$ cat src/rtl/trcd_pkg.sv
// ---------------------------------------------------------------------------
// trcd_pkg
// Constants, codes and controller/datapath interface types of the decoder.
// ---------------------------------------------------------------------------
package trcd_pkg;

  // Header bytes and run bias
  localparam logic [7:0] HDR_ESC   = 8'h1B;
  localparam logic [7:0] HDR_G     = 8'h47;
  localparam logic [7:0] HDR_LARGE = 8'h48;
  localparam logic [7:0] HDR_SMALL = 8'h4D;
  localparam logic [7:0] RUN_BIAS  = 8'h20;

  // Picture geometry
  localparam logic [9:0]  WIDTH_LARGE  = 10'd256;
  localparam logic [9:0]  WIDTH_SMALL  = 10'd128;
  localparam logic [7:0]  HEIGHT_LARGE = 8'd192;
  localparam logic [7:0]  HEIGHT_SMALL = 8'd96;
  localparam logic [12:0] BYTES_LARGE  = 13'd6144;
  localparam logic [12:0] BYTES_SMALL  = 13'd1536;
  localparam logic [9:0]  COL_MAX      = 10'd1023;
  localparam logic [7:0]  ALL_PIXELS   = 8'hFF;

  // Result kinds
  localparam logic KIND_PIXELS     = 1'b0;
  localparam logic KIND_BAD_HEADER = 1'b1;

  // File phase
  typedef enum logic [5:0] {
    P_HDR0  = 6'b000001,
    P_HDR1  = 6'b000010,
    P_HDR2  = 6'b000100,
    P_WHITE = 6'b001000,
    P_BLACK = 6'b010000,
    P_DONE  = 6'b100000
  } phase_t;

  // Sequencer state
  typedef enum logic [3:0] {
    S_IDLE   = 4'b0001,
    S_RUN    = 4'b0010,
    S_FINISH = 4'b0100,
    S_ERR    = 4'b1000
  } seq_state_t;

  typedef struct packed {
    logic clear;       // restart: drop all picture state
    logic set_size;    // latch picture size
    logic size_large;
    logic load_white;  // start a white run from the input byte
    logic load_black;  // start a black run, update column/row
    logic step;        // pack up to one output byte worth of pixels
    logic finish;      // flush partial byte or send terminator
    logic bad_header;  // send the invalid-header result
  } dp_cmd_t;

  typedef struct packed {
    logic esc_ok;
    logic g_ok;
    logic large_ok;
    logic small_ok;
    logic black_ends;  // this black byte completes the last row
    logic slot_free;   // output register can take a result
    logic run_last;    // the current step consumes the rest of the run
    logic end_pending; // current run ends the picture
  } dp_status_t;

endpackage

$ cat src/rtl/trcd_datapath.sv
// ---------------------------------------------------------------------------
// trcd_datapath
// Run packing, column/row bookkeeping and the registered result stage.
// ---------------------------------------------------------------------------
module trcd_datapath (
  input  logic                clk,
  input  logic                rst,
  input  logic [7:0]          file_byte,
  input  trcd_pkg::dp_cmd_t   cmd,
  output trcd_pkg::dp_status_t status,
  output logic                out_valid,
  input  logic                out_stall,
  output logic [7:0]          pixel_byte,
  output logic                kind,
  output logic                large_picture,
  output logic                final_byte
);
  import trcd_pkg::*;

  logic        size_select;
  logic [7:0]  partial_byte;
  logic [2:0]  pending_bits;
  logic [9:0]  column_count;
  logic [7:0]  row_count;
  logic [12:0] bytes_emitted;
  logic [7:0]  white_run_held;
  logic [7:0]  remaining;
  logic        run_white;
  logic        end_flag;
  logic        any_sent;

  logic [7:0]  run_len;
  logic [10:0] col_sum;
  logic [9:0]  col_sat;
  logic [9:0]  width;
  logic [7:0]  height;
  logic [12:0] limit;
  logic        wrap;
  logic [9:0]  col_next;
  logic [7:0]  row_next;

  logic [3:0]  space;
  logic [3:0]  take;
  logic [3:0]  fill;
  logic [7:0]  mask;
  logic [7:0]  merged;
  logic [7:0]  rem_after;
  logic        full;
  logic        under;
  logic        step_emit;
  logic        step_final;
  logic        flush_emit;
  logic        term_emit;
  logic        slot_free;

  assign width  = size_select ? WIDTH_LARGE  : WIDTH_SMALL;
  assign height = size_select ? HEIGHT_LARGE : HEIGHT_SMALL;
  assign limit  = size_select ? BYTES_LARGE  : BYTES_SMALL;

  // Black run bookkeeping
  assign run_len  = file_byte - RUN_BIAS;
  assign col_sum  = {1'b0, column_count} + {3'b000, white_run_held} + {3'b000, run_len};
  assign col_sat  = (col_sum > {1'b0, COL_MAX}) ? COL_MAX : col_sum[9:0];
  assign wrap     = (col_sat >= width);
  assign col_next = wrap ? (col_sat - width) : col_sat;
  assign row_next = row_count + {7'd0, wrap};

  // One packing step: fill the partial byte as far as the run allows
  assign space     = 4'd8 - {1'b0, pending_bits};
  assign take      = (remaining < {4'd0, space}) ? remaining[3:0] : space;
  assign fill      = {1'b0, pending_bits} + take;
  assign mask      = (ALL_PIXELS >> pending_bits) & ~(ALL_PIXELS >> fill);
  assign merged    = partial_byte | (run_white ? mask : 8'h00);
  assign rem_after = remaining - {4'd0, take};
  assign full      = fill[3];
  assign under     = (bytes_emitted < limit);

  assign step_emit  = cmd.step && full && under;
  assign step_final = end_flag && ((rem_after == 8'd0) || (bytes_emitted + 13'd1 == limit));
  assign flush_emit = cmd.finish && (pending_bits != 3'd0) && under;
  assign term_emit  = cmd.finish && !flush_emit && !any_sent;

  assign slot_free = !out_valid || !out_stall;

  always_comb begin
    status             = '0;
    status.esc_ok      = (file_byte == HDR_ESC);
    status.g_ok        = (file_byte == HDR_G);
    status.large_ok    = (file_byte == HDR_LARGE);
    status.small_ok    = (file_byte == HDR_SMALL);
    status.black_ends  = (row_next >= height);
    status.slot_free   = slot_free;
    status.run_last    = (rem_after == 8'd0);
    status.end_pending = end_flag;
  end

  always_ff @(posedge clk) begin
    if (rst || cmd.clear) begin
      size_select    <= 1'b0;
      partial_byte   <= 8'h00;
      pending_bits   <= 3'd0;
      column_count   <= 10'd0;
      row_count      <= 8'd0;
      bytes_emitted  <= 13'd0;
      white_run_held <= 8'd0;
      remaining      <= 8'd0;
      run_white      <= 1'b0;
      end_flag       <= 1'b0;
      any_sent       <= 1'b0;
    end else begin
      if (cmd.set_size) begin
        size_select <= cmd.size_large;
      end
      if (cmd.load_white) begin
        white_run_held <= run_len;
        remaining      <= run_len;
        run_white      <= 1'b1;
        end_flag       <= 1'b0;
      end
      if (cmd.load_black) begin
        remaining    <= run_len;
        run_white    <= 1'b0;
        column_count <= col_next;
        row_count    <= row_next;
        end_flag     <= (row_next >= height);
        any_sent     <= 1'b0;
      end
      if (cmd.step) begin
        remaining <= rem_after;
        if (full) begin
          partial_byte <= 8'h00;
          pending_bits <= 3'd0;
        end else begin
          partial_byte <= merged;
          pending_bits <= fill[2:0];
        end
      end
      if (cmd.finish) begin
        partial_byte <= 8'h00;
        pending_bits <= 3'd0;
      end
      if (step_emit || flush_emit) begin
        bytes_emitted <= bytes_emitted + 13'd1;
        any_sent      <= 1'b1;
      end
    end
  end

  // Result register
  always_ff @(posedge clk) begin
    if (rst) begin
      out_valid <= 1'b0;
    end else if (step_emit || flush_emit || term_emit || cmd.bad_header) begin
      out_valid <= 1'b1;
    end else if (!out_stall) begin
      out_valid <= 1'b0;
    end
  end

  always_ff @(posedge clk) begin
    if (step_emit || flush_emit || term_emit || cmd.bad_header) begin
      priority if (step_emit) begin
        pixel_byte    <= merged;
        kind          <= KIND_PIXELS;
        large_picture <= size_select;
        final_byte    <= step_final;
      end else if (flush_emit) begin
        pixel_byte    <= partial_byte;
        kind          <= KIND_PIXELS;
        large_picture <= size_select;
        final_byte    <= 1'b1;
      end else if (term_emit) begin
        pixel_byte    <= 8'h00;
        kind          <= KIND_PIXELS;
        large_picture <= size_select;
        final_byte    <= 1'b1;
      end else begin
        pixel_byte    <= 8'h00;
        kind          <= KIND_BAD_HEADER;
        large_picture <= 1'b0;
        final_byte    <= 1'b1;
      end
    end
  end

endmodule

$ cat src/rtl/trcd_ctrl.sv
// ---------------------------------------------------------------------------
// trcd_ctrl
// File phase tracking and the run sequencer that drives the datapath.
// ---------------------------------------------------------------------------
module trcd_ctrl (
  input  logic                 clk,
  input  logic                 rst,
  input  logic                 in_valid,
  output logic                 in_stall,
  input  logic                 new_file,
  input  trcd_pkg::dp_status_t status,
  output trcd_pkg::dp_cmd_t    cmd
);
  import trcd_pkg::*;

  seq_state_t state, state_next;
  phase_t     phase, phase_next, eff_phase;
  logic       accept;

  assign in_stall  = (state != S_IDLE);
  assign accept    = in_valid && !in_stall;
  assign eff_phase = new_file ? P_HDR0 : phase;

  always_comb begin
    cmd        = '0;
    state_next = state;
    phase_next = phase;
    unique case (state)
      S_IDLE: begin
        if (accept) begin
          cmd.clear = new_file;
          unique case (eff_phase)
            P_HDR0: begin
              if (status.esc_ok) begin
                phase_next = P_HDR1;
              end else begin
                phase_next = P_DONE;
                state_next = S_ERR;
              end
            end
            P_HDR1: begin
              if (status.g_ok) begin
                phase_next = P_HDR2;
              end else begin
                phase_next = P_DONE;
                state_next = S_ERR;
              end
            end
            P_HDR2: begin
              if (status.large_ok || status.small_ok) begin
                cmd.set_size   = 1'b1;
                cmd.size_large = status.large_ok;
                phase_next     = P_WHITE;
              end else begin
                phase_next = P_DONE;
                state_next = S_ERR;
              end
            end
            P_WHITE: begin
              cmd.load_white = 1'b1;
              phase_next     = P_BLACK;
              state_next     = S_RUN;
            end
            P_BLACK: begin
              cmd.load_black = 1'b1;
              phase_next     = status.black_ends ? P_DONE : P_WHITE;
              state_next     = S_RUN;
            end
            default: begin
              phase_next = phase;
            end
          endcase
        end
      end
      S_RUN: begin
        if (status.slot_free) begin
          cmd.step = 1'b1;
          if (status.run_last) begin
            state_next = status.end_pending ? S_FINISH : S_IDLE;
          end
        end
      end
      S_FINISH: begin
        if (status.slot_free) begin
          cmd.finish = 1'b1;
          state_next = S_IDLE;
        end
      end
      S_ERR: begin
        if (status.slot_free) begin
          cmd.bad_header = 1'b1;
          state_next     = S_IDLE;
        end
      end
      default: begin
        state_next = S_IDLE;
      end
    endcase
  end

  always_ff @(posedge clk) begin
    if (rst) begin
      state <= S_IDLE;
      phase <= P_HDR0;
    end else begin
      state <= state_next;
      phase <= phase_next;
    end
  end

endmodule

$ cat src/rtl/two_color_run_pair_decoder.sv
// ---------------------------------------------------------------------------
// two_color_run_pair_decoder
// Decodes a two-color run-pair picture file into packed 1-bit pixels.
// ---------------------------------------------------------------------------
// Input channel: one file byte per transaction (in_valid, in_stall, file_byte,
// new_file). new_file marks the first header byte and restarts decoding.
// Output channel: one result per transaction (out_valid, out_stall,
// pixel_byte, kind, large_picture, final_byte). Pixels are packed MSB first,
// white as 1; kind flags an invalid header, final_byte the picture's end.
// Header bytes are checked on accept. A run byte is accepted, then packed
// in steps that each fill the current output byte as far as the run
// allows; the run byte that ends the picture then takes a finishing step
// that flushes the partial byte or sends a terminator. The shared packing
// step gives at most one result byte per cycle while out_stall is low; a
// result follows in the cycle after its step. A bad header posts an error.
// Stalls: results sit in a single output register; while out_stall holds a
// result the sequencer waits and in_stall stays high until its run is done.
// Between runs a new byte is accepted even with a result still waiting.
// Reset (rst, synchronous) returns to waiting for the first header byte.
// ---------------------------------------------------------------------------
module two_color_run_pair_decoder (
  input  logic       clk,
  input  logic       rst,
  input  logic       in_valid,
  output logic       in_stall,
  input  logic [7:0] file_byte,
  input  logic       new_file,
  output logic       out_valid,
  input  logic       out_stall,
  output logic [7:0] pixel_byte,
  output logic       kind,
  output logic       large_picture,
  output logic       final_byte
);
  import trcd_pkg::*;

  dp_cmd_t    cmd;
  dp_status_t status;

  // Sequencer: phase of the file and run iteration
  trcd_ctrl u_ctrl (
    .clk      (clk),
    .rst      (rst),
    .in_valid (in_valid),
    .in_stall (in_stall),
    .new_file (new_file),
    .status   (status),
    .cmd      (cmd)
  );

  // Packing, bookkeeping and result register
  trcd_datapath u_datapath (
    .clk           (clk),
    .rst           (rst),
    .file_byte     (file_byte),
    .cmd           (cmd),
    .status        (status),
    .out_valid     (out_valid),
    .out_stall     (out_stall),
    .pixel_byte    (pixel_byte),
    .kind          (kind),
    .large_picture (large_picture),
    .final_byte    (final_byte)
  );

endmodule

$ cat config.mk
export PLATFORM = sky130hd
export DESIGN_NAME = two_color_run_pair_decoder
export DESIGN_NICKNAME = d
export VERILOG_FILES = /design/src/rtl/trcd_pkg.sv /design/src/rtl/trcd_datapath.sv /design/src/rtl/trcd_ctrl.sv /design/src/rtl/two_color_run_pair_decoder.sv
export SDC_FILE = /design/constraint.sdc
export NUM_CORES = 1
export LEC_CHECK = 0
export BUFFER_PORTS_ARGS = -buffer_cell sky130_fd_sc_hd__buf_2
export CAP_MARGIN = 15
export CORE_ASPECT_RATIO = 2
export CORE_MARGIN = 3
export CORE_UTILIZATION = 40
export DETAILED_ROUTE_END_ITERATION = 8
export PLACE_DENSITY = 0.55
export SLEW_MARGIN = 20
export SYNTH_ARGS = -nofsm -noshare
export SYNTH_HDL_FRONTEND = slang
export SYNTH_SLANG_ARGS = --single-unit
$ cat constraint.sdc
create_clock -name clk -period 7.9 [get_ports clk]
set_clock_uncertainty 0.2 [all_clocks]
set_input_delay 1.975 -clock clk [delete_from_list [all_inputs] [get_ports clk]]
set_output_delay 1.975 -clock clk [all_outputs]
set_load 0.01 [all_outputs]
==> out/results.txt, run 1 <==
CTS tree: built
Sequential share of the synthesized area: 31.8%
Max IR drop VDD: 95.0 uV
Post-route ant nets: 0
GRT Total Usage: 19.9%
Rows: 60
RSZ-0062 raised after global routing: no
Critical path arrival: 7260 ps
Die span in x: 89.9 um
Core region area: 13700 sq um
Cts bufs inserted: 9
Crit path max-delay family: adder cells
Post-route cell area: 6310 sq um
Worst-path fanout max: 6
Fin nets: 777
Min Tclk post-route: 7230 ps
Pwr Total: 1010 uW
Synth top area cells: dfxtp_1, ha_1, edfxtp_1
Antenna Cells: 0
Final core occ: 46.2%
CP required: 7930 ps
Share of the synthesized area in the top cell type: 25.9%
Die Span Y: 174 um
Final WS setup: 671 ps
Area leader, netlist: dfxtp_1
Drt initial violations: 194
Post-Place Worst Slack: 336 ps
CTS root buf: clkbuf_16
Final period util: 91.5%
Avg Inst Size Synth: 8.08 sq um
Mapped Nets: 757
Tightest Hold Check Type: flop to flop
Critical path class: input port to flop
Setup bufs post-CTS: 0
Post-cts resize count: 0
Slew HR: 51.0%
Peak Freq: 0.138 GHz
Seq cells post-synth: 84
Clock-pin slew on the worst setup and hold paths: 60 ps
Layout cells sized above 1: 9.54%
Largest net degree at the start of global routing: 42
Top Ports: 26
Multi-input logic area: 3530 sq um
PortBufs: 25
# hold bufs at CTS: 0
CP bufs+invs: 7
Status: finished, final reports clean
Via-to-Cell Ratio: 5.72
Sequential Area: 1790 sq um
Initial DRT Pass Iterations: 5
Netlist Area Pre-Place: 5640 sq um
Leak pwr: 0.00242 uW
Post-synth EDFFs: 11
Syn-to-layout area delta: 12.0%
Power density cells: 160 nW/um^2
Cell variety after synth: 68
First-pass GRT wire length: 25200 um
Final hold viol count: 0
Crit-path slowest cell: fa_1
Routed WL: 15300 um
Critical path's most frequent cell: ha_1
Drt wl/cell: 16.9 um
Top_reg_cell synth: dfxtp_1
Max Cap Violations: 0
Initial Utilization: 41.3%
Overflow after GRT: 0
Final setup vio count: 0
Clock latency on the worst-skew pair: 340 ps
CP peak stage delay: 450 ps
Setup total negative slack: 0 ps
Gpl congestion: 0.872
Yosys Warn Count: 0
Actual slew at the worst max-slew pin: 729 ps
Pins Over Slew Limit: 0
Critical path startpoint category: input port
Fraction of registers with async set/reset: 0%
Number of global-route vias before repair: 5225
Initial antenna violation count: 0
Max clock buf depth: 2
Worst Setup End Kind: flop
Clock sink count: 84
H-tree depth: 3
Fill count: 1403
# DRC: 0
Via total after detailed routing: 5197
DP HPWL: 11900 um
Post-synthesis cell count: 698
Die ar.: 15600 sq um
Post-DP Area: 5980 sq um
[state kept, by name (all words and copies together), names as in the netlist]
| name | count |
|---|---|
| u_ctrl.phase | 6 |
| u_datapath.end_flag | 1 |
| u_datapath.partial_byte | 8 |
| u_datapath.any_sent | 1 |
| u_datapath.remaining | 8 |
| u_datapath.pixel_byte | 8 |
| u_datapath.size_select | 1 |
| u_datapath.large_picture | 1 |
| u_datapath.out_valid | 1 |
| u_datapath.final_byte | 1 |
| u_datapath.column_count | 10 |
| u_datapath.kind | 1 |
| u_datapath.white_run_held | 8 |
| u_ctrl.state | 4 |
| u_datapath.run_white | 1 |
| u_datapath.row_count | 8 |
| u_datapath.bytes_emitted | 13 |
| u_datapath.pending_bits | 3 |
[worst register-to-register path: cells and delay by family (launching register included)]
| family | cells | cell delay (ps) |
|---|---|---|
| buf+inv | 7 | 680 |
| flops | 1 | 330 |
| fa+ha+maj | 6 | 1770 |
| xor+xnor | 2 | 370 |
| simple gates | 9 | 1000 |
| compound gates | 7 | 1090 |
[placed cells by master (no fill, tap or decap), drive strengths merged, types with 13 or more instances in the layout]
cell    count
a211oi     13
dfxtp      73
o21ai      37
a21oi      48
nor3       16
or3        15
a31oi      15
nor2       78
buf        38
inv        54
ha         34
nand2      64
nand3      22
[final timing paths]
kind / slack (ps) / cells past startpoint / from / endpoint
max reg2reg: 2350 / 31 / u_datapath.white_run_held[1] / u_ctrl.phase[5]
min: 230 / 2 / u_datapath.partial_byte[0] / u_datapath.partial_byte[0]
min reg2reg: 230 / 2 / u_datapath.partial_byte[0] / u_datapath.partial_byte[0]
max: 670 / 31 / file_byte[5] / u_ctrl.phase[5]
[synthesized netlist by cell type, types with 5 or more instances]
| cell type | n |
|---|---|
| mux2i_1 | 10 |
| and2_1 | 7 |
| edfxtp_1 | 11 |
| o211ai_1 | 12 |
| dfxtp_1 | 73 |
| nor4_1 | 9 |
| fa_1 | 12 |
| nand4_1 | 6 |
| or3_1 | 14 |
| and3_1 | 6 |
| o21ai_0 | 35 |
| a211o_1 | 5 |
| nor2b_1 | 6 |
| xor2_1 | 12 |
| inv_1 | 54 |
| nand3b_1 | 9 |
| xnor2_1 | 11 |
| or4_1 | 8 |
| a21o_1 | 7 |
| clkbuf_1 | 24 |
| a211oi_1 | 13 |
| a21oi_1 | 46 |
| or2_2 | 5 |
| nand3_1 | 22 |
| ha_1 | 34 |
| nor3_1 | 16 |
| nor2_1 | 78 |
| nand2_1 | 64 |
| nand2b_1 | 6 |
| a31oi_1 | 15 |
[layout make-up]
class,count,share of cell area [%]
timing repair buffer,38,3.53
tap,186,3.69
sequential,84,28.4
clock inverter,5,1.31
inverter,54,3.21
clock buffer,11,4.02
multi-input combinational,531,55.9
[where the power goes]
group / internal (uW) / switching (uW) / total (uW)
registers: 439 / 6.49 / 446
logic: 33.7 / 61.3 / 95.0
clock network: 297 / 174 / 471
[metrics by stage]
stage	hold WS [ps]	std cells
after detailed placement	222	893
after global placement	225	893
final	229	909
after global routing	244	909
after floorplan	208	698
after CTS	231	909
[per-layer routing]
metal	GRT usage [%]	vias to the layer above	part of all wire [%]
met5	0	-	0
met1	18.6	2497	36
li1	-	2562	-
met4	10.5	0	4.3
met2	40.4	108	57
met3	2.82	30	2.5
[cells by family (layout without fill, tap and decap cells)]
logic type	count (synthesis)	in the layout	synth area share [%]
AO/OA/AOI/OAI	180	180	21.0
XOR/XNOR	23	23	3.57
adder cells (fa/ha/maj)	46	46	11.8
buffers and inverters	83	108	5.73
flip-flops	84	84	31.8
multiplexers	10	10	1.78
AND/OR/NAND/NOR	272	272	24.4
Note: power is estimated with default switching activity, not from simulation.
==> inputs of run 2 (changes only) <==
--- a/config.mk
+++ b/config.mk
@@ -7,7 +7,7 @@
 export LEC_CHECK = 0
 export BUFFER_PORTS_ARGS = -buffer_cell sky130_fd_sc_hd__buf_2
 export CAP_MARGIN = 15
-export CORE_ASPECT_RATIO = 2
+export CORE_ASPECT_RATIO = 0.6
 export CORE_MARGIN = 3
 export CORE_UTILIZATION = 40
 export DETAILED_ROUTE_END_ITERATION = 8
==> constraint.sdc (replaced) <==
create_clock -name clk -period 8.85 [get_ports clk]
set_clock_uncertainty 0.2 [all_clocks]
set_input_delay 2.2125 -clock clk [delete_from_list [all_inputs] [get_ports clk]]
set_output_delay 2.2125 -clock clk [all_outputs]
set_load 0.01 [all_outputs]
==> run 2 against run 1 <==
- via count shrank 0.37%
- clock power shrank 23%
- combinational power shrank 11%
- sequential power shrank 11%
- sequential cell count is the same
- sequential share of layout area grew 0.41 points
- routed wire length shrank 1.1%
- critical path depth shrank 2
- register-to-register slack gained 330 ps
- final cell count shrank 0.44%
- first-iteration DRC count grew 150%
- critical path type unchanged
- critical endpoint unchanged
- largest cell class unchanged
- highest routed layer is now met5
==> out/results.txt, run 2 (same netlist as run 1, synthesis figures left out) <==
Number of global-route vias before repair: 4939
Final period util: 92.7%
CTS root buf: clkbuf_16
Via total after detailed routing: 5178
CTS tree: built
Worst Setup End Kind: flop
Logic pwr share: 10.0%
Initial Utilization: 42.4%
Actual slew at the worst max-slew pin: 815 ps
Drt wl/cell: 16.8 um
Placed cells: 889
Initial antenna violation count: 1
Regs by FF count: u_datapath.bytes_emitted (13), u_datapath.column_count (10)
Critical path's most frequent cell: ha_1
Max IR drop VDD: 74.1 uV
Clock sink count: 84
Drt initial violations: 477
Overflow after GRT: 0
Max clock buf depth: 2
Core region area: 13300 sq um
Commonest non-fill, non-tap cell in the layout: nor2_1
# hold bufs at CTS: 0
DP HPWL: 11300 um
Fin cells: 905
Peak Freq: 0.122 GHz
Final hold viol count: 0
Max FFs per register: 13
Pins Over Slew Limit: 0
Net load switching power: 223 uW
Gpl congestion: 0.849
Layout cells sized above 1: 9.05%
Syn-to-layout area delta: 10.4%
GRT Total Usage: 20.0%
Die ar.: 15600 sq um
Final setup vio count: 0
Status: finished, final reports clean
CP required: 8890 ps
Critical path arrival: 8240 ps
Post-route ant nets: 0
Critical path startpoint category: input port
Worst-path fanout max: 6
Register share of total power: 47.2%
PortBufs: 25
Die span in x: 159 um
Top Ports: 26
Die Span Y: 98.0 um
Leak pwr: 0.00237 uW
Antenna Cells: 0
Sw Share: 26.5%
RSZ-0062 raised after global routing: no
Cts bufs inserted: 9
H-tree depth: 3
Initial DRT Pass Iterations: 5
Clock share of power: 42.8%
Power density cells: 136 nW/um^2
Min Tclk post-route: 8210 ps
Fin nets: 772
Slew HR: 44.2%
Max Cap Violations: 0
Post-cts resize count: 0
Setup bufs post-CTS: 0
First-pass GRT wire length: 25300 um
Setup total negative slack: 0 ps
Highest-count cells in the layout ignoring fill and taps: nor2_1, dfxtp_1, nand2_1, inv_1, a21oi_1
Largest Register: u_datapath.bytes_emitted
Tightest Hold Check Type: flop to flop
Largest net degree at the start of global routing: 42
Routed WL: 15200 um
Clock latency on the worst-skew pair: 350 ps
Clock-pin slew on the worst setup and hold paths: 60 ps
Crit-path slowest cell: a2111oi_0
Via-to-Cell Ratio: 5.72
Fill count: 1283
CP peak stage delay: 650 ps
# DRC: 0
Critical path class: input port to flop
Cell Int Power: 620 uW
Rows: 32
==> run 2: cell count changes in the layout (fill, tap and decap cells not counted) <==
cell        previous run  this run
o21ai_2                0         1
clkbuf_8               0         1
buf_4                 13         8
inv_4                  0         1
o21ai_0               35        34
clkbuf_16             10         9
clkinvlp_4             0         1
bufinv_16              2         0
==> run 2: layer usage <==
metal | vias to the layer above | track usage [%] | share of wire (%)
met5 | - | 0 | 0.13
met4 | 2 | 5.04 | 1.1
met3 | 18 | 4.96 | 6.3
met2 | 158 | 27.3 | 39
met1 | 2445 | 30.9 | 54
li1 | 2555 | - | -
==> run 2: path summary, 6_finish.rpt <==
path	cells past startpoint	startpoint	slack, ps	end
hold / removal	2	u_datapath.partial_byte[0]	230	u_datapath.partial_byte[0]
setup reg to reg	26	u_datapath.white_run_held[5]	2680	u_ctrl.phase[5]
setup / recovery	29	file_byte[5]	640	u_ctrl.phase[5]
hold reg to reg	2	u_datapath.partial_byte[0]	230	u_datapath.partial_byte[0]
==> run 2: power by group through the flow <==
stage	Combinational, uW	Clock [uW]	Sequential [uW]
after CTS	84.7	372	398
after detailed placement	84.0	0	407
after global placement	83.4	0	406
after floorplan	53.5	0	406
after global routing	94.4	385	399
final	84.6	361	398
==> run 2: area by class of cell <==
class	count	area [sq um]	share of cell area (%)
clock inverters	5	36.3	0.583
multi-input cells	531	3530	56.7
well taps	187	234	3.76
inverters	54	203	3.26
repair buffers	33	185	2.98
flip-flops and latches	84	1790	28.8
clock buffers	11	243	3.90
==> run 2: stage by stage <==
step	setup WS, ps	hold slack (ps)	cell area (sq um)	utilization [%]	power (uW)
detailed placement	366	222	5940	44.7	491
CTS	686	232	6220	46.8	855
finish	642	230	6220	46.8	844
global route	31.0	250	6220	46.8	879
global placement	760	218	5940	44.7	490
floorplan	1610	208	5640	-	460
==> run 2: worst max-delay path, delay by kind of cell <==
family	cells	cell delay, ps
AO/OA/AOI/OAI	8	2470
AND/OR/NAND/NOR	8	1060
adder cells (fa/ha/maj)	6	1570
XOR/XNOR	2	460
buffers and inverters	5	450
==> inputs of run 3 (changes only) <==
--- a/config.mk
+++ b/config.mk
@@ -10,6 +10,7 @@
 export CORE_ASPECT_RATIO = 0.6
 export CORE_MARGIN = 3
 export CORE_UTILIZATION = 40
+export CTS_BUF_LIST = sky130_fd_sc_hd__clkbuf_16
 export DETAILED_ROUTE_END_ITERATION = 8
 export PLACE_DENSITY = 0.55
 export SLEW_MARGIN = 20
==> run 3 against run 2 <==
- worst setup slack got worse by 13 ps
- combinational power hardly changed
- non-clock buffer count is the same
- global-route usage hardly changed
- die area unchanged
- critical endpoint unchanged
- largest power group unchanged
- highest routed layer unchanged
==> out/results.txt, run 3 (same netlist as run 1, synthesis figures left out) <==
R2R Path End: u_ctrl.phase[5]
Min Tclk post-route: 8220 ps
Max Cap Violations: 0
First-pass GRT wire length: 25300 um
Reg-to-reg startpoint: u_datapath.white_run_held[5]
CP peak stage delay: 650 ps
Gpl congestion: 0.849
Drt initial violations: 494
Clock latency on the worst-skew pair: 340 ps
Worst Setup End Kind: flop
DP HPWL: 11300 um
Die span in x: 159 um
CP required: 8890 ps
Post-cts resize count: 0
Worst-path fanout max: 6
Max clock buf depth: 2
Power density cells: 134 nW/um^2
Status: finished, final reports clean
PortBufs: 25
R2R cell count: 26
Via-to-Cell Ratio: 5.74
Routed WL: 15100 um
Syn-to-layout area delta: 10.2%
Commonest non-fill, non-tap cell in the layout: nor2_1
Multi-input logic area: 3530 sq um
Placed cells: 889
Critical path class: input port to flop
Final setup vio count: 0
Layout cells sized above 1: 9.05%
CTS tree: built
WHS Path Cells: 2
Critical path startpoint category: input port
Overflow after GRT: 0
Fin cells: 905
Final hold viol count: 0
Via total after detailed routing: 5192
Initial DRT Pass Iterations: 5
Antenna Cells: 0
Sequential Area: 1790 sq um
Critical path arrival: 8260 ps
Die ar.: 15600 sq um
Core region area: 13300 sq um
Fin nets: 772
Top Ports: 26
Pins Over Slew Limit: 0
Fill count: 1285
Cts bufs inserted: 9
Initial Utilization: 42.4%
Tightest Hold Check Type: flop to flop
Final period util: 92.9%
Crit-path slowest cell: a2111oi_0
Post-route ant nets: 0
Peak Freq: 0.122 GHz
Max IR drop VDD: 73.6 uV
Regs by FF count: u_datapath.bytes_emitted (13), u_datapath.column_count (10)
Hold_sp: u_datapath.partial_byte[0]
# DRC: 0
Clock sink count: 84
Critical path's most frequent cell: ha_1
H-tree depth: 3
Setup total negative slack: 0 ps
GRT Total Usage: 19.9%
# hold bufs at CTS: 0
Slew HR: 43.7%
Leak pwr: 0.00237 uW
Max FFs per register: 13
Die Span Y: 98.0 um
Hold endpoint: u_datapath.partial_byte[0]
Largest net degree at the start of global routing: 42
Rows: 32
Largest Register: u_datapath.bytes_emitted
Clock-pin slew on the worst setup and hold paths: 60 ps
Drt wl/cell: 16.7 um
RSZ-0062 raised after global routing: no
Highest-count cells in the layout ignoring fill and taps: nor2_1, dfxtp_1, nand2_1, inv_1, a21oi_1
Number of global-route vias before repair: 4933
Setup bufs post-CTS: 0
Actual slew at the worst max-slew pin: 824 ps
CTS root buf: clkbuf_16
Initial antenna violation count: 1
Reg2reg setup slack: 2660 ps
## run 3: cell count changes in the layout (fill, tap and decap cells not counted)
cell / previous run / this run
clkbuf_1: 1 / 0
clkbuf_8: 1 / 0
inv_1: 54 / 55
inv_2: 0 / 1
## run 3: worst max path at each step
stage | from | end | slack (ps) | cells past startpoint
final | file_byte[5] | u_ctrl.phase[5] | 630 | 29
after global routing | file_byte[5] | u_ctrl.phase[5] | 30 | 29
after CTS | file_byte[5] | u_ctrl.phase[5] | 690 | 29
after detailed placement | file_byte[5] | u_ctrl.phase[5] | 370 | 29
after global placement | file_byte[5] | u_ctrl.phase[5] | 760 | 29
after floorplan | file_byte[5] | u_ctrl.phase[5] | 1610 | 28
## run 3: layer usage
layer	up-vias	share of wire [%]	track usage [%]
met3	19	5.7	4.96
met4	2	1.0	5.04
met2	155	39	27.3
met1	2465	54	30.9
li1	2551	-	-
met5	-	0.13	0
## run 3: area by class of cell
class	instances	share of cell area [%]
Clock buffer	9	3.63
Clock inverter	7	0.705
Inverter	54	3.26
Multi-Input combinational cell	531	56.8
Sequential cell	84	28.8
Tap cell	187	3.77
Timing Repair Buffer	33	2.98
## run 3: where the power goes
group          internal [uW]  switching [uW]  total (uW)
clock network            189             162         351
registers                392            5.89         398
logic                   29.2            55.4        84.6
total                    611             224         834
## run 3: critical path, delay by kind of cell
kind                     cells  cell delay, ps
AO/OA/AOI/OAI                8            2480
AND/OR/NAND/NOR              8            1050
XOR/XNOR                     2             460
adder cells (fa/ha/maj)      6            1590
buffers and inverters        5             450
## run 3: stage by stage
stage / total power (uW) / setup slack, ps / hold slack (ps) / instance area [sq um] / util (%)
global placement: 490 / 760 / 218 / 5940 / 44.7
global route: 869 / 30.9 / 250 / 6210 / 46.7
floorplan: 460 / 1610 / 208 / 5640 / -
finish: 834 / 628 / 232 / 6210 / 46.7
detailed placement: 491 / 366 / 222 / 5940 / 44.7
CTS: 845 / 686 / 232 / 6210 / 46.7
